### config.mk
export PLATFORM = sky130hd
export DESIGN_NAME = interlaced_ccd_field_demux
export DESIGN_NICKNAME = d
export VERILOG_FILES = /design/src/rtl/icfd_pkg.sv /design/src/rtl/icfd_out_buf.sv /design/src/rtl/interlaced_ccd_field_demux.sv
export SDC_FILE = /design/constraint.sdc
export NUM_CORES = 1
export LEC_CHECK = 0
export BUFFER_PORTS_ARGS = -buffer_cell sky130_fd_sc_hd__buf_4
export CORE_ASPECT_RATIO = 0.75
export CORE_UTILIZATION = 37
export CTS_BUF_LIST = sky130_fd_sc_hd__clkbuf_16
export DETAILED_ROUTE_END_ITERATION = 7
export HOLD_SLACK_MARGIN = 0.12
export SYNTH_ARGS = -nofsm -noshare
export SYNTH_HDL_FRONTEND = slang
export SYNTH_HIERARCHICAL = 1
export SYNTH_SLANG_ARGS = --single-unit
### constraint.sdc
create_clock -name i_clk -period 16.9 [get_ports i_clk]
set_clock_uncertainty 0.1 [all_clocks]
set_input_delay 2.535 -clock i_clk [delete_from_list [all_inputs] [get_ports i_clk]]
set_output_delay 2.535 -clock i_clk [all_outputs]
set_load 0.005 [all_outputs]
### src/rtl/icfd_pkg.sv
// ----------------------------------------------------------------------------
// icfd_pkg
// Shared types and constants of the interlaced CCD field demultiplexer.
// ----------------------------------------------------------------------------
`default_nettype none

package icfd_pkg;

    localparam int DEF_MAX_WIDTH  = 4096;
    localparam int DEF_MAX_HEIGHT = 4096;

    localparam int CFG_IDX_W  = 3;
    localparam int CFG_DATA_W = 13;
    localparam int DIM_W      = 13;
    localparam int OFFSET_W   = 8;
    localparam int SHIFT_W    = 4;
    localparam int VALUE_W    = 16;
    localparam int SXY_W      = 6;

    localparam logic [DIM_W-1:0] DIM_RESET = 13'd4096;

    typedef enum logic [CFG_IDX_W-1:0] {
        CFG_BINNED_MODE   = 3'd0,
        CFG_SAMPLE_OFFSET = 3'd1,
        CFG_IMAGE_WIDTH   = 3'd2,
        CFG_IMAGE_HEIGHT  = 3'd3,
        CFG_GREEN_DX      = 3'd4,
        CFG_GREEN_DY      = 3'd5,
        CFG_RED_DX        = 3'd6,
        CFG_RED_DY        = 3'd7
    } t_cfg_idx;

endpackage

`default_nettype wire

### src/rtl/icfd_out_buf.sv
// ----------------------------------------------------------------------------
// icfd_out_buf
// Two-entry output buffer: result register plus skid entry, so the producer
// sees a registered full flag and never a combinational stall path.
// ----------------------------------------------------------------------------
`default_nettype none

module icfd_out_buf
    import icfd_pkg::*;
#(
    parameter int DATA_W = 40
) (
    input  wire logic              i_clk,
    input  wire logic              i_rst_n,
    input  wire logic              i_valid,
    input  wire logic [DATA_W-1:0] i_data,
    output logic                   o_full,
    output logic                   o_valid,
    output logic [DATA_W-1:0]      o_data,
    input  wire logic              i_stall
);

    logic              r_out_valid, n_out_valid;
    logic [DATA_W-1:0] r_out_data, n_out_data;
    logic              r_skid_valid, n_skid_valid;
    logic [DATA_W-1:0] r_skid_data, n_skid_data;
    logic              take;

    assign take = r_out_valid && !i_stall;

    always_comb begin
        n_out_valid  = r_out_valid;
        n_out_data   = r_out_data;
        n_skid_valid = r_skid_valid;
        n_skid_data  = r_skid_data;
        if (r_skid_valid) begin
            if (take) begin
                n_out_data   = r_skid_data;
                n_skid_valid = 1'b0;
            end
        end else if (i_valid) begin
            if (!r_out_valid || take) begin
                n_out_valid = 1'b1;
                n_out_data  = i_data;
            end else begin
                n_skid_valid = 1'b1;
                n_skid_data  = i_data;
            end
        end else if (take) begin
            n_out_valid = 1'b0;
        end
    end

    always_ff @(posedge i_clk) begin
        if (!i_rst_n) begin
            r_out_valid  <= 1'b0;
            r_skid_valid <= 1'b0;
        end else begin
            r_out_valid  <= n_out_valid;
            r_skid_valid <= n_skid_valid;
        end
    end

    always_ff @(posedge i_clk) begin
        r_out_data  <= n_out_data;
        r_skid_data <= n_skid_data;
    end

    assign o_full  = r_skid_valid;
    assign o_valid = r_out_valid;
    assign o_data  = r_out_data;

endmodule

`default_nettype wire

### src/rtl/interlaced_ccd_field_demux.sv
// ----------------------------------------------------------------------------
// interlaced_ccd_field_demux
// Maps interlaced CCD field samples in readout order to image pixel positions.
// ----------------------------------------------------------------------------
// One sample is taken every clock while the input is not stalled. The sample
// counter, the per-pass tile counters and the pixel position are all worked
// out in the cycle a sample is accepted; counters and result are registered
// at the accepting edge into the output buffer. A two-entry output buffer
// keeps input acceptance going while one result waits; input stalls only
// when both entries are occupied. Samples that fall outside the image, before
// the start offset or past the tile count give no result. Configuration must
// be written only while the block is idle; the block does not enforce this.
`default_nettype none

module interlaced_ccd_field_demux
    import icfd_pkg::*;
#(
    parameter int MAX_WIDTH  = DEF_MAX_WIDTH,
    parameter int MAX_HEIGHT = DEF_MAX_HEIGHT,
    parameter int PXW        = $clog2(MAX_WIDTH),
    parameter int PYW        = $clog2(MAX_HEIGHT)
) (
    input  wire logic                  i_clk,
    input  wire logic                  i_rst_n,
    input  wire logic                  i_valid,
    output logic                       o_stall,
    input  wire logic                  i_field_select,
    input  wire logic                  i_first_sample,
    input  wire logic [VALUE_W-1:0]    i_sample_value,
    output logic                       o_valid,
    input  wire logic                  i_stall,
    output logic [PXW-1:0]             o_pixel_x,
    output logic [PYW-1:0]             o_pixel_y,
    output logic [VALUE_W-1:0]         o_pixel_value,
    input  wire logic                  i_cfg_valid,
    output logic                       o_cfg_ready,
    input  wire logic [CFG_IDX_W-1:0]  i_cfg_index,
    input  wire logic [CFG_DATA_W-1:0] i_cfg_data
);

    localparam int LIMIT  = MAX_WIDTH * MAX_HEIGHT / 2;
    localparam int SW     = $clog2(LIMIT);
    localparam int CMPW   = (SW > 10) ? SW : 10;
    localparam int WW     = $clog2(MAX_WIDTH + 1);
    localparam int HW     = $clog2(MAX_HEIGHT + 1);
    localparam int CWW    = (WW > DIM_W) ? WW : DIM_W;
    localparam int CHW    = (HW > DIM_W) ? HW : DIM_W;
    localparam int MAX_NX = (MAX_WIDTH + 3) / 4;
    localparam int MAX_NY = (MAX_HEIGHT + 3) / 4;
    localparam int NXW    = $clog2(MAX_NX + 1);
    localparam int NYW    = $clog2(MAX_NY + 1);
    localparam int XW     = WW + 3;
    localparam int YW     = HW + 3;
    localparam int DW     = PXW + PYW + VALUE_W;

    // configuration
    logic                      r_binned;
    logic [OFFSET_W-1:0]       r_offset;
    logic [DIM_W-1:0]          r_width, r_height;
    logic signed [SHIFT_W-1:0] r_green_dx, r_green_dy, r_red_dx, r_red_dy;

    // field state
    logic [SW-1:0]  r_sample_index, n_sample_index;
    logic [NXW-1:0] r_fwd_col, n_fwd_col, r_mir_col, n_mir_col;
    logic [NYW-1:0] r_fwd_row, n_fwd_row, r_mir_row, n_mir_row;
    logic           r_fwd_done, n_fwd_done, r_mir_done, n_mir_done;
    logic           r_past_end, n_past_end;

    logic                  acc, live, res_valid, buf_full;
    logic [SW-1:0]         s_cur;
    logic [WW-1:0]         w;
    logic [HW-1:0]         h;
    logic [NXW-1:0]        nx;
    logic [NYW-1:0]        ny;
    logic [9:0]            bf, bm;
    logic                  fwd_hit, mir_hit;
    logic [1:0]            k, j;
    logic [NXW-1:0]        col_sel;
    logic [NYW-1:0]        row_sel;
    logic                  done_sel, blocked;
    logic signed [SXY_W-1:0] sx, sy;
    logic signed [XW-1:0]  x_pos, x_fin;
    logic signed [YW-1:0]  y_pos;
    logic [DW-1:0]         res_data, buf_data;

    assign acc         = i_valid && !o_stall;
    assign o_stall     = buf_full;
    assign o_cfg_ready = 1'b1;

    always_comb begin
        w = (CWW'(r_width) > CWW'(MAX_WIDTH)) ? WW'(MAX_WIDTH) : WW'(r_width);
        h = (CHW'(r_height) > CHW'(MAX_HEIGHT)) ? HW'(MAX_HEIGHT) : HW'(r_height);
        nx = NXW'(((WW + 1)'(w) + (WW + 1)'(3)) >> 2);
        ny = NYW'(((HW + 1)'(h) + (HW + 1)'(3)) >> 2);
        bm = {1'b0, r_offset, 1'b1};
        bf = r_binned ? {1'b0, r_offset, 1'b0} : ({1'b0, r_offset, 1'b0} + 10'd2);
    end

    always_comb begin
        n_sample_index = r_sample_index;
        n_fwd_col  = r_fwd_col;
        n_fwd_row  = r_fwd_row;
        n_mir_col  = r_mir_col;
        n_mir_row  = r_mir_row;
        n_fwd_done = r_fwd_done;
        n_mir_done = r_mir_done;
        n_past_end = r_past_end;
        live       = acc && (i_first_sample || !r_past_end);
        s_cur      = i_first_sample ? '0 : r_sample_index;
        fwd_hit    = 1'b0;
        mir_hit    = 1'b0;
        k          = 2'd0;
        j          = 2'd0;
        col_sel    = '0;
        row_sel    = '0;
        done_sel   = 1'b0;
        blocked    = 1'b1;
        sx         = '0;
        sy         = '0;
        x_pos      = '0;
        x_fin      = '0;
        y_pos      = '0;
        res_valid  = 1'b0;

        if (acc && i_first_sample) begin
            n_past_end = 1'b0;
            n_fwd_col  = '0;
            n_fwd_row  = '0;
            n_mir_col  = '0;
            n_mir_row  = '0;
            n_fwd_done = 1'b0;
            n_mir_done = 1'b0;
        end

        if (live) begin
            if ((SW + 1)'(s_cur) + (SW + 1)'(1) >= (SW + 1)'(LIMIT)) begin
                n_past_end = 1'b1;
            end else begin
                n_sample_index = s_cur + SW'(1);
            end

            fwd_hit = (CMPW'(s_cur) >= CMPW'(bf)) && !s_cur[0];
            mir_hit = !fwd_hit && (CMPW'(s_cur) >= CMPW'(bm)) && s_cur[0];

            if (fwd_hit) begin
                k        = s_cur[2:1] - bf[2:1];
                j        = r_binned ? (k ^ 2'd1) : k;
                col_sel  = n_fwd_col;
                row_sel  = n_fwd_row;
                done_sel = n_fwd_done;
            end else begin
                k        = s_cur[2:1] - bm[2:1];
                j        = k;
                col_sel  = n_mir_col;
                row_sel  = n_mir_row;
                done_sel = n_mir_done;
            end

            blocked = done_sel || (w == '0) || (h == '0) || (col_sel >= nx);

            if (r_binned) begin
                if (fwd_hit) begin
                    sx = i_field_select ? (SXY_W'(r_green_dx) + SXY_W'(2)) : SXY_W'(1);
                    sy = i_field_select ? (SXY_W'(r_green_dy) + SXY_W'(1)) : SXY_W'(0);
                end else begin
                    sx = i_field_select ? (SXY_W'(r_red_dx) - SXY_W'(2)) : -SXY_W'(1);
                    sy = i_field_select ? SXY_W'(r_red_dy) : SXY_W'(1);
                end
            end else begin
                if (fwd_hit) begin
                    sx = i_field_select ? SXY_W'(1) : SXY_W'(2);
                    sy = i_field_select ? SXY_W'(0) : -SXY_W'(1);
                end else begin
                    sx = i_field_select ? SXY_W'(0) : SXY_W'(1);
                    sy = i_field_select ? SXY_W'(0) : SXY_W'(1);
                end
            end

            x_pos = signed'(XW'({col_sel, j[0], 1'b0})) + XW'(sx);
            y_pos = signed'(YW'({row_sel, j[1], 1'b0})) + YW'(sy);
            x_fin = fwd_hit ? x_pos : (signed'(XW'(w)) - x_pos);

            if (fwd_hit || mir_hit) begin
                if (blocked) begin
                    if (fwd_hit) begin
                        n_fwd_done = 1'b1;
                    end else begin
                        n_mir_done = 1'b1;
                    end
                end else begin
                    if (k == 2'd3) begin
                        if (row_sel + NYW'(1) >= ny) begin
                            if (fwd_hit) begin
                                n_fwd_row = '0;
                                n_fwd_col = col_sel + NXW'(1);
                                n_fwd_done = (col_sel + NXW'(1) >= nx);
                            end else begin
                                n_mir_row = '0;
                                n_mir_col = col_sel + NXW'(1);
                                n_mir_done = (col_sel + NXW'(1) >= nx);
                            end
                        end else if (fwd_hit) begin
                            n_fwd_row = row_sel + NYW'(1);
                        end else begin
                            n_mir_row = row_sel + NYW'(1);
                        end
                    end
                    res_valid = !x_fin[XW-1] && (x_fin < signed'(XW'(w)))
                             && !y_pos[YW-1] && (y_pos < signed'(YW'(h)));
                end
            end
        end
    end

    assign res_data = {x_fin[PXW-1:0], y_pos[PYW-1:0], i_sample_value};

    always_ff @(posedge i_clk) begin
        if (!i_rst_n) begin
            r_binned   <= 1'b0;
            r_offset   <= '0;
            r_width    <= DIM_RESET;
            r_height   <= DIM_RESET;
            r_green_dx <= '0;
            r_green_dy <= '0;
            r_red_dx   <= '0;
            r_red_dy   <= '0;
        end else if (i_cfg_valid && o_cfg_ready) begin
            case (t_cfg_idx'(i_cfg_index))
                CFG_BINNED_MODE:   r_binned   <= i_cfg_data[0];
                CFG_SAMPLE_OFFSET: r_offset   <= i_cfg_data[OFFSET_W-1:0];
                CFG_IMAGE_WIDTH:   r_width    <= i_cfg_data[DIM_W-1:0];
                CFG_IMAGE_HEIGHT:  r_height   <= i_cfg_data[DIM_W-1:0];
                CFG_GREEN_DX:      r_green_dx <= i_cfg_data[SHIFT_W-1:0];
                CFG_GREEN_DY:      r_green_dy <= i_cfg_data[SHIFT_W-1:0];
                CFG_RED_DX:        r_red_dx   <= i_cfg_data[SHIFT_W-1:0];
                CFG_RED_DY:        r_red_dy   <= i_cfg_data[SHIFT_W-1:0];
                default: begin
                end
            endcase
        end
    end

    always_ff @(posedge i_clk) begin
        if (!i_rst_n) begin
            r_sample_index <= '0;
            r_fwd_col      <= '0;
            r_fwd_row      <= '0;
            r_mir_col      <= '0;
            r_mir_row      <= '0;
            r_fwd_done     <= 1'b0;
            r_mir_done     <= 1'b0;
            r_past_end     <= 1'b0;
        end else begin
            r_sample_index <= n_sample_index;
            r_fwd_col      <= n_fwd_col;
            r_fwd_row      <= n_fwd_row;
            r_mir_col      <= n_mir_col;
            r_mir_row      <= n_mir_row;
            r_fwd_done     <= n_fwd_done;
            r_mir_done     <= n_mir_done;
            r_past_end     <= n_past_end;
        end
    end

    icfd_out_buf #(
        .DATA_W (DW)
    ) u_out_buf (
        .i_clk   (i_clk),
        .i_rst_n (i_rst_n),
        .i_valid (res_valid),
        .i_data  (res_data),
        .o_full  (buf_full),
        .o_valid (o_valid),
        .o_data  (buf_data),
        .i_stall (i_stall)
    );

    assign o_pixel_x     = buf_data[DW-1 -: PXW];
    assign o_pixel_y     = buf_data[VALUE_W +: PYW];
    assign o_pixel_value = buf_data[VALUE_W-1:0];

`ifndef ASSERT_OFF
    a_past_end_silent: assert property (@(posedge i_clk) disable iff (!i_rst_n)
        (acc && r_past_end && !i_first_sample) |-> !res_valid)
        else $error("result produced after field end");

    a_restart_index: assert property (@(posedge i_clk) disable iff (!i_rst_n)
        (acc && i_first_sample) |=> (r_sample_index == SW'(1)))
        else $error("sample index not restarted");

    a_col_bound: assert property (@(posedge i_clk) disable iff (!i_rst_n)
        (r_fwd_col <= NXW'(MAX_NX)) && (r_mir_col <= NXW'(MAX_NX)))
        else $error("tile column beyond maximum");

    a_reset_empty: assert property (@(posedge i_clk)
        !i_rst_n |=> (!o_valid && !o_stall))
        else $error("output not empty after reset");
`endif

endmodule

`default_nettype wire

# ---- After elaboration in Yosys (flattened, before gate mapping)
# Index checks and enable logic that the tools add are counted.
dict set report word_totals {
  register_bits 203
}
dict set report op_classes {
  addsub 15
  order_cmp 10
  n_eq_ne 10
  mux 96
  bitwise_logic 4
  n_reduce_logical 42
}
# cell count
set ops {}
lappend ops {{two-way mux 11 bit} 34}
lappend ops {{two-way mux 40 bit} 4}
lappend ops {{two-way mux 6 bit} 12}
lappend ops {{greater-or-equal comparator 11 bit} 3}
lappend ops {{two-way mux 1 bit} 33}
lappend ops {{adder 14 x 6 -> 15 bit} 2}
lappend ops {{adder 13 x 2 -> 13 bit, second input constant} 2}
lappend ops {{greater-than comparator 13 bit, second input constant} 2}
lappend ops {{logical NOT 13 bit} 2}
lappend ops {{two-way mux 13 bit} 2}
lappend ops {{adder 23 x 1 -> 24 bit, second input constant} 1}
lappend ops {{greater-or-equal comparator 24 bit, second input constant} 1}
lappend ops {{two-way mux 12 bit} 2}
lappend ops {{adder 23 x 1 -> 23 bit, second input constant} 1}
lappend ops {{greater-or-equal comparator 23 x 10 -> 1 bit} 1}
lappend ops {{greater-or-equal comparator 23 x 9 -> 1 bit} 1}
lappend ops {{two-way mux 23 bit} 1}
lappend ops {{adder 11 x 1 -> 11 bit, second input constant} 2}
lappend ops {{AND reduction 2 bit} 9}
lappend ops {{< comparator 16 x 14 -> 1 bit} 1}
lappend ops {{two-way mux 16 bit} 1}
lappend ops {{subtractor 14 x 15 -> 16 bit} 1}
lappend ops {{< comparator 15 x 14 -> 1 bit} 1}
lappend ops {{equality test 3 bit, second input constant} 4}
lappend ops {{19 further kinds} 54}

# ---- Depth between registers and ports, before layout
# Gate-level depths: netlist of the first run.
dict set report depth {
  ltp_word 19
  depth_mapped 45
}

# ---- Hierarchy
# Netlist of the first run, hierarchy kept.
# mod instances cells_each area_each_um2 seq_area_each_um2
set by_module_without_submodules {}
lappend by_module_without_submodules {interlaced_ccd_field_demux 1 1420 10772.8 2422.3}
lappend by_module_without_submodules {icfd_out_buf 1 138 3178.0 2442.3}

# ---- Worst setup path before layout of the first run
# OpenSTA, ideal clock, no wires.
dict set report synth_timing {
  path_type {input port to flip-flop}
  start {input i_first_sample}
  end {register u_out_buf.r_out_data[0], in the netlist u_out_buf/o_data[0] (enable)}
  setup_time_ns 0.448
  arrival_ns 11.527
  required_ns 16.352
  path_slack_ns 4.825
  path_stages 41
  path_buffers 6
  path_cell_list {buf_2 clkbuf_1 clkbuf_1 nor2b_1 ha_1 and4_1 nand3_1 o211a_1 a21o_4 inv_4 buf_2 clkbuf_1 buf_1 mux2i_1 nor2_1 inv_1 fa_1 nor2b_1 [5 not listed] a21o_1 a21o_1 a41oi_1 xnor2_1 nor2_1 a21oi_1 ha_1 a21o_1 a21oi_1 nor2b_1 o21ai_0 o21ai_0 a211oi_1 nand2_1 a2111oi_0 o221a_2 nand2b_1 a21boi_1}
}
dict set report synth_between {
  elab_chain_cells 18
  elab_cells_between_ends 58
  cone_classes {add/sub: 5; order compare: 5; mux: 28; bitwise: 1; reduce/logical: 19}
}
# item line_no
set synth_rtl {}
lappend synth_rtl {{start: declaration} interlaced_ccd_field_demux.sv:28} ;# input wire logic i_first_sample,
lappend synth_rtl {{two-way mux 23 bit} interlaced_ccd_field_demux.sv:109} ;# s_cur = i_first_sample ? '0 : r_sample_index;
lappend synth_rtl {{greater-or-equal comparator 23 x 10 -> 1 bit, or another cell as far along} interlaced_ccd_field_demux.sv:142} ;# fwd_hit = (CMPW'(s_cur) >= CMPW'(bf)) && !s_cur[0];
lappend synth_rtl {{logical AND 1 bit / inverter 1 bit (equally long branches)} --}
lappend synth_rtl {{two-way mux 2 bit, or another cell as far along} interlaced_ccd_field_demux.sv:170} ;# if (fwd_hit) begin
lappend synth_rtl {{two-way mux 6 bit / two-way mux 2 bit (equally long branches)} {interlaced_ccd_field_demux.sv:161, interlaced_ccd_field_demux.sv:145}}
lappend synth_rtl {{two-way mux 6 bit / two-way mux 2 bit (equally long branches)} interlaced_ccd_field_demux.sv:135} ;# if (live) begin
lappend synth_rtl {{adder 14 x 6 -> 15 bit} interlaced_ccd_field_demux.sv:179} ;# x_pos = signed'(XW'({col_sel, j[0], 1'b0})) + XW'(sx);
lappend synth_rtl {{subtractor 14 x 15 -> 16 bit} interlaced_ccd_field_demux.sv:181} ;# x_fin = fwd_hit ? x_pos : (signed'(XW'(w)) - x_pos);
lappend synth_rtl {{[2 not listed]} --}
lappend synth_rtl {{logical AND 1 bit} interlaced_ccd_field_demux.sv:208} ;# res_valid = !x_fin[XW-1] && (x_fin < signed'(XW'(w)))
lappend synth_rtl {{logical AND 1 bit (2 in a row)} interlaced_ccd_field_demux.sv:209} ;# && !y_pos[YW-1] && (y_pos < signed'(YW'(h)));
lappend synth_rtl {{two-way mux 1 bit} interlaced_ccd_field_demux.sv:184} ;# if (blocked) begin
lappend synth_rtl {{two-way mux 1 bit} interlaced_ccd_field_demux.sv:183} ;# if (fwd_hit || mir_hit) begin
lappend synth_rtl {{two-way mux 1 bit (*)} interlaced_ccd_field_demux.sv:135}
lappend synth_rtl {{via res_valid} interlaced_ccd_field_demux.sv:69} ;# logic acc, live, res_valid, buf_full;
lappend synth_rtl {{nonzero test 2 bit (no line) (*)} --}
lappend synth_rtl {{AND reduction 3 bit (no line) (*)} --}
lappend synth_rtl {{end signal: assignment} icfd_out_buf.sv:65} ;# r_out_data <= n_out_data;
lappend synth_rtl {{end: declaration} icfd_out_buf.sv:24} ;# logic [DATA_W-1:0] r_out_data, n_out_data;
# Mark *: on every way through the listed nets, which the timed path passes. The rest lies on a longest branch. The select of a mux whose other input is x is not followed.
# A chain may end at the register's enable or synchronous reset.

# ---- Final worst setup path of the first run
dict set report layout_timing {
  start {input i_first_sample}
  end {register u_out_buf.r_skid_data[4] (enable)}
}
dict set report layout_between {
  elab_chain_cells 17
  elab_cells_between_ends 57
  cone_classes {add/sub: 5; order compare: 5; mux: 28; bitwise: 1; reduce/logical: 18}
}
# item line_no
set layout_rtl {}
lappend layout_rtl {{two-way mux 23 bit} interlaced_ccd_field_demux.sv:109}
lappend layout_rtl {{greater-or-equal comparator 23 x 10 -> 1 bit, or another cell as far along} interlaced_ccd_field_demux.sv:142}
lappend layout_rtl {{logical AND 1 bit / inverter 1 bit (equally long branches)} --}
lappend layout_rtl {{two-way mux 2 bit, or another cell as far along} interlaced_ccd_field_demux.sv:170}
lappend layout_rtl {{two-way mux 6 bit / two-way mux 2 bit (equally long branches)} {interlaced_ccd_field_demux.sv:161, interlaced_ccd_field_demux.sv:145}}
lappend layout_rtl {{two-way mux 6 bit / two-way mux 2 bit (equally long branches)} interlaced_ccd_field_demux.sv:135}
lappend layout_rtl {{adder 14 x 6 -> 15 bit} interlaced_ccd_field_demux.sv:179}
lappend layout_rtl {{subtractor 14 x 15 -> 16 bit} interlaced_ccd_field_demux.sv:181}
lappend layout_rtl {{two-way mux 16 bit} interlaced_ccd_field_demux.sv:181}
lappend layout_rtl {{< comparator 16 x 14 -> 1 bit / logical NOT 1 bit (equally long branches)} interlaced_ccd_field_demux.sv:208}
lappend layout_rtl {{logical AND 1 bit} interlaced_ccd_field_demux.sv:208}
lappend layout_rtl {{logical AND 1 bit (2 in a row)} interlaced_ccd_field_demux.sv:209}
lappend layout_rtl {{two-way mux 1 bit} interlaced_ccd_field_demux.sv:184}
lappend layout_rtl {{two-way mux 1 bit} interlaced_ccd_field_demux.sv:183}
lappend layout_rtl {{two-way mux 1 bit (*)} interlaced_ccd_field_demux.sv:135}
lappend layout_rtl {{via res_valid} interlaced_ccd_field_demux.sv:69}
lappend layout_rtl {{AND reduction 3 bit (no line) (*)} --}
lappend layout_rtl {{end signal: assignment} icfd_out_buf.sv:66} ;# r_skid_data <= n_skid_data;
lappend layout_rtl {{end: declaration} icfd_out_buf.sv:26} ;# logic [DATA_W-1:0] r_skid_data, n_skid_data;
# Marks and branches as above.

==> results of run 1 <==
==> state kept, by name, summed over array words and instances (netlist names), 4 cells and up <==
name / cells
u_out_buf/r_skid_data: 40
r_fwd_row: 11
r_height: 13
r_mir_row: 11
r_sample_index: 23
r_offset: 8
r_fwd_col: 11
r_width: 13
r_red_dy: 4
r_mir_col: 11
r_green_dy: 4
r_green_dx: 4
u_out_buf/o_data: 40
r_red_dx: 4
==> routing by layer <==
metal / track usage [%] / vias to the layer above / wire [um] / share of wire, %
li1: - / 5700 / - / -
met1: 29.2 / 5516 / 18500 / 50
met2: 27.5 / 343 / 15200 / 41
met3: 4.35 / 46 / 2790 / 7.5
met4: 4.11 / 0 / 696 / 1.9
met5: 0 / - / 0 / 0
==> final cells by class <==
cell class                 instances  area [sq um]  share of cell area [%]
multi-input combinational       1218          8480                    54.3
sequential                       203          4870                    31.2
tap                              504           631                    4.04
timing repair buffer              87           653                    4.18
clock inverter                    19           155                   0.994
clock buffer                      23           576                    3.69
inverter                          68           258                    1.65
==> tightest hold or removal path: cells and delay by family (launching register included) <==
| family | cells | cell delay (ps) |
|---|---|---|
| flops | 1 | 330 |
| compound gates | 1 | 60 |
| simple gates | 1 | 50 |
==> per-stage QoR <==
stage | total power, mW | hold slack (ps)
after global placement | 0.726 | 338
after detailed placement | 0.730 | 343
after CTS | 1.23 | 361
final | 1.21 | 363
after floorplan | 0.669 | 325
after global routing | 1.27 | 391
==> worst min-delay path by stage <==
stage | slack, ps | cells after the start | to | startpoint
after floorplan | 320 | 2 | r_fwd_col[10] | r_fwd_col[10]
after global placement | 340 | 2 | r_mir_col[9] | r_mir_col[9]
after detailed placement | 340 | 2 | r_mir_col[9] | r_mir_col[9]
after CTS | 360 | 2 | r_mir_col[9] | r_mir_col[9]
after global routing | 390 | 2 | r_mir_col[9] | r_mir_col[9]
final | 360 | 2 | r_fwd_col[9] | r_fwd_col[9]
==> cell usage in the layout, fill, tap and decap left out, drive strengths merged, types with 52 or more instances in the layout <==
master | Yosys | routed
o21ai | 90 | 90
edfxtp | 80 | 80
nor2b | 63 | 63
nor2 | 71 | 71
nand3 | 52 | 52
buf | 23 | 87
nand2 | 223 | 223
ha | 122 | 122
inv | 68 | 73
a21oi | 89 | 89
dfxtp | 123 | 123
==> power by group <==
group	internal [mW]	leakage, nW	switching, mW	total, mW
clock network	0.281	0.375	0.212	0.493
registers	0.522	1.74	0.00685	0.528
logic	0.0806	4.03	0.112	0.193
==> cell families after synthesis <==
logic type	share of synthesized area [%]
AO/OA/AOI/OAI	17.0
XOR/XNOR	4.77
adder cells (fa/ha/maj)	11.5
buffers and inverters	4.50
flip-flops	34.9
multiplexers	6.86
other	0.0269
AND/OR/NAND/NOR	20.5
==> impl_metrics.ini, run 1 <==
[status]
outcome = completed

[route]
via_count = 11605
postRouteAntennaNets = 0
drc_errors = 0
drt-initial-drc-count = 894
wire_per_inst_um = 17.5
viasPerCell = 5.47
routed_wl_mm = 37.2
detail_route.first_pass.iterations = 5

[cells_and_area]
layout-drive-gt1-share_pct = 12.4
area_delta_synth_final_pct = 11.9
final_cell_area_sq_um = 15600
final_nets = 1766
n_fill_cell = 3734
diodes = 0
fin_cells = 2122
final_core_util_pct = 42.1

[synthesis]
synth_seq_area_share_pct = 34.9
yosys-top-cells-area = dfxtp_1 18%, edfxtp_1 17%, ha_1 11%
synth_edf_count = 80
syn_area_sq_um = 14000
syn-num-nets = 1723
synth.avg_cell_area_sq_um = 8.95
ys_ff_latch = 203
ys_types = 81
syn_inst = 1558
async_flop_share_pct = 0
yosysTopAreaCell = dfxtp_1
synth_commonest_cells = 223 x nand2_1, 123 x dfxtp_1, 122 x ha_1
synthFlopType = dfxtp_1
ys_warn_count = 6
synth.top_cell.area_share_pct = 17.7
synth.most_common_cell = nand2_1

[floorplan]
dieArea_sq_um = 38500
top_level_ports = 82
core_area_sq_um = 37100
start_util_pct = 37.6
die_x_um = 226
die_h_um = 170
rows = 61

[power]
p_leak_nw = 6.14
power.density_nw_per_um2 = 77.8
ir_worst_vdd_v = 0.0000557

[setup_path]
crit_family = compound AO/OA/AOI/OAI gates
path_buf_inv = 6
r2r_slack_ps = 6590
crit-reg2reg-launch = r_offset[0]
crit_path_end = u_out_buf/r_skid_data[4]
path_max_fanout = 64
reg2reg_to = u_out_buf/r_skid_data[4]
critPathMaxStageDelay_ps = 930
arrival_ps = 11890
worstRegToRegCells = 41
end_kind = flop
crit_start = i_first_sample
crit_slowest_cell = nor2_4
critPathMostFrequentCell = inv_1
critPathRequiredTime_ps = 16930
crit_path_start_kind = input pin
critPathKind = input pin to flop
cp.depth = 38

[sta]
hold_viol = 0
fin_crit_ps = 11850
timing_worst_slew_pin_value_ps = 1180
fmax_ghz = 0.0844
period_share_pct = 70.1
setup_slack_ps = 5050
rsz0062_at_grt = no
drv_slew = 0
setup_viol = 0
max_slew_margin_pct = 20.0
final.setup.tns_ps = 0

[clocking]
cts_buffers = 23
post_cts_buffers = 0
cts_tree = yes
postCtsHoldBufs = 0
cts_root_buffer = clkbuf_16
htree_levels = 1
path_clk_slew_ps = 70
insertion_delay_ps = 530
clkSinkCount = 203
cts_resized = 0
cts_buffer_depth = 3

[grt]
antenna_found_initial = 0
grt_max_degree = 100
grt.overflow.total = 0
grt_pass1_vias = 10555
track_usage_pct = 19.3
grt_first_pass_wirelength_mm = 59.0

[placed_design]
port_buffers = 80
post-place-ws_ps = 4710
place_area_sq_um = 14900
dp.cells = 2080
gp_congestion = 0.943
dpl.hpwl_mm = 28.0

[job]
max_cap_viol_count = 0

[hold_path]
holdCritPathClass = flop to flop
Power figures use the tool's default switching activity.
==> run 2: changes to the inputs <==
==> constraint.sdc (replaced) <==
create_clock -name i_clk -period 11.45 [get_ports i_clk]
set_clock_uncertainty 0.1 [all_clocks]
set_input_delay 1.7175 -clock i_clk [delete_from_list [all_inputs] [get_ports i_clk]]
set_output_delay 1.7175 -clock i_clk [all_outputs]
set_load 0.005 [all_outputs]
==> impl_metrics.ini, run 2 (same netlist as run 1, synthesis figures left out) <==
[status]
outcome = completed

[clocking]
cts_buffer_depth = 3
cts_buffers = 24
path_clk_slew_ps = 60
post_cts_buffers = 0
cts_tree = yes
postCtsHoldBufs = 0
clkSinkCount = 203
cts_root_buffer = clkbuf_16
insertion_delay_ps = 550
cts_resized = 0
htree_levels = 1

[floorplan]
die_x_um = 226
dieArea_sq_um = 38500
die_h_um = 170
start_util_pct = 37.6
top_level_ports = 82
core_area_sq_um = 37100
rows = 61

[cells_and_area]
final_common_cell = nand2_1
diodes = 0
layout-drive-gt1-share_pct = 12.4
final_nets = 1770
area_delta_synth_final_pct = 12.1
final_cell_mix = 223 x nand2_1, 122 x ha_1, 122 x dfxtp_1, 89 x buf_4, 88 x a21oi_1

[setup_path]
crit_path_start_kind = input pin
worstRegToRegCells = 39
critPathKind = input pin to flop
critPathMaxStageDelay_ps = 470
reg2reg_to = u_out_buf/o_data[0]
path_max_fanout = 40
critPathRequiredTime_ps = 11520
r2r_slack_ps = 2040
cp.depth = 38
path_buf_inv = 6
end_kind = flop
crit_slowest_cell = fa_1
crit-reg2reg-launch = r_offset[0]
arrival_ps = 10070
crit_family = compound AO/OA/AOI/OAI gates

[placed_design]
dpl.hpwl_mm = 28.3
port_buffers = 80
gp_congestion = 0.914

[grt]
antenna_found_initial = 1
grt_first_pass_wirelength_mm = 59.5
grt_max_degree = 100
grt_pass1_vias = 10621
track_usage_pct = 19.5
grt.overflow.total = 0

[sta]
fin_crit_ps = 10000
period_share_pct = 87.3
max_slew_margin_pct = 22.5
final.setup.tns_ps = 0
whs_ps = 356
drv_slew = 0
setup_viol = 0
fmax_ghz = 0.100
hold_viol = 0
rsz0062_at_grt = no
timing_worst_slew_pin_value_ps = 1150

[route]
routed_wl_mm = 37.7
wire_per_inst_um = 17.7
postRouteAntennaNets = 0
detail_route.first_pass.iterations = 5
drt-initial-drc-count = 1036
via_count = 11611
viasPerCell = 5.46
drc_errors = 0

[power]
pwr-share-clk_pct = 40.1
combinationalPowerShare_pct = 16.1
p_int_mw = 1.28
ir_worst_vdd_v = 0.0000938
netSwitchingPower_mw = 0.504
swShare_pct = 28.3
power.density_nw_per_um2 = 114
p_leak_nw = 6.15
seqPwrFrac_pct = 43.8

[hold_path]
hold_depth = 2
holdCritPathClass = flop to flop
holdPathEnd = r_fwd_col[10]
holdCritStartpoint = r_fwd_col[10]

[job]
max_cap_viol_count = 0
[run 2: worst min-delay path: stages (launching register included)]
cell	delay (ps)
dfxtp_1	320
nand2_1	40
o21ai_0	60
[run 2: worst max path at each step]
stage                     slack (ps)      startpoint                   end
final                           1450  i_first_sample   u_out_buf/o_data[0]
after global routing             750  i_first_sample   u_out_buf/o_data[0]
after CTS                       1540  i_first_sample   u_out_buf/o_data[0]
after detailed placement        1010  i_first_sample  u_out_buf/o_data[35]
after global placement          1160  i_first_sample  u_out_buf/o_data[35]
after floorplan                  190  i_first_sample   u_out_buf/o_data[0]
[run 2: cell type report]
| type | instances | area (sq um) |
|---|---|---|
| Clock buffer | 24 | 601 |
| Inverter | 68 | 258 |
| Sequential cell | 203 | 4870 |
| Fill cell | 3709 | 21500 |
| Clock inverter | 20 | 123 |
| Timing Repair Buffer | 90 | 688 |
| Multi-Input combinational cell | 1218 | 8480 |
| Tap cell | 504 | 631 |
[run 2: metrics by stage]
step                      util (%)  worst slack, ps  instances  power, mW  instance area [sq um]
after floorplan                  -              192       1558      0.987                  14000
after global placement        40.2             1160       2083       1.07                  14900
after detailed placement      40.2             1010       2083       1.08                  14900
after CTS                     42.2             1540       2127       1.80                  15600
after global routing          42.2              754       2127       1.85                  15600
final                         42.2             1450       2127       1.78                  15600
[run 2: power groups by stage]
| stage | registers [mW] | logic, mW | clock network [mW] |
|---|---|---|---|
| after detailed placement | 0.795 | 0.283 | 0 |
| final | 0.780 | 0.286 | 0.713 |
| after floorplan | 0.793 | 0.194 | 0 |
| after global routing | 0.781 | 0.317 | 0.756 |
| after global placement | 0.795 | 0.278 | 0 |
| after CTS | 0.779 | 0.284 | 0.732 |
[run 2: per-layer routing]
layer	vias up	part of all wire (%)	GRT usage, %
met5	-	0.032	0
met4	2	1.3	3.44
met3	45	6.7	3.09
met2	336	40	27.5
met1	5536	52	30.8
li1	5692	-	-
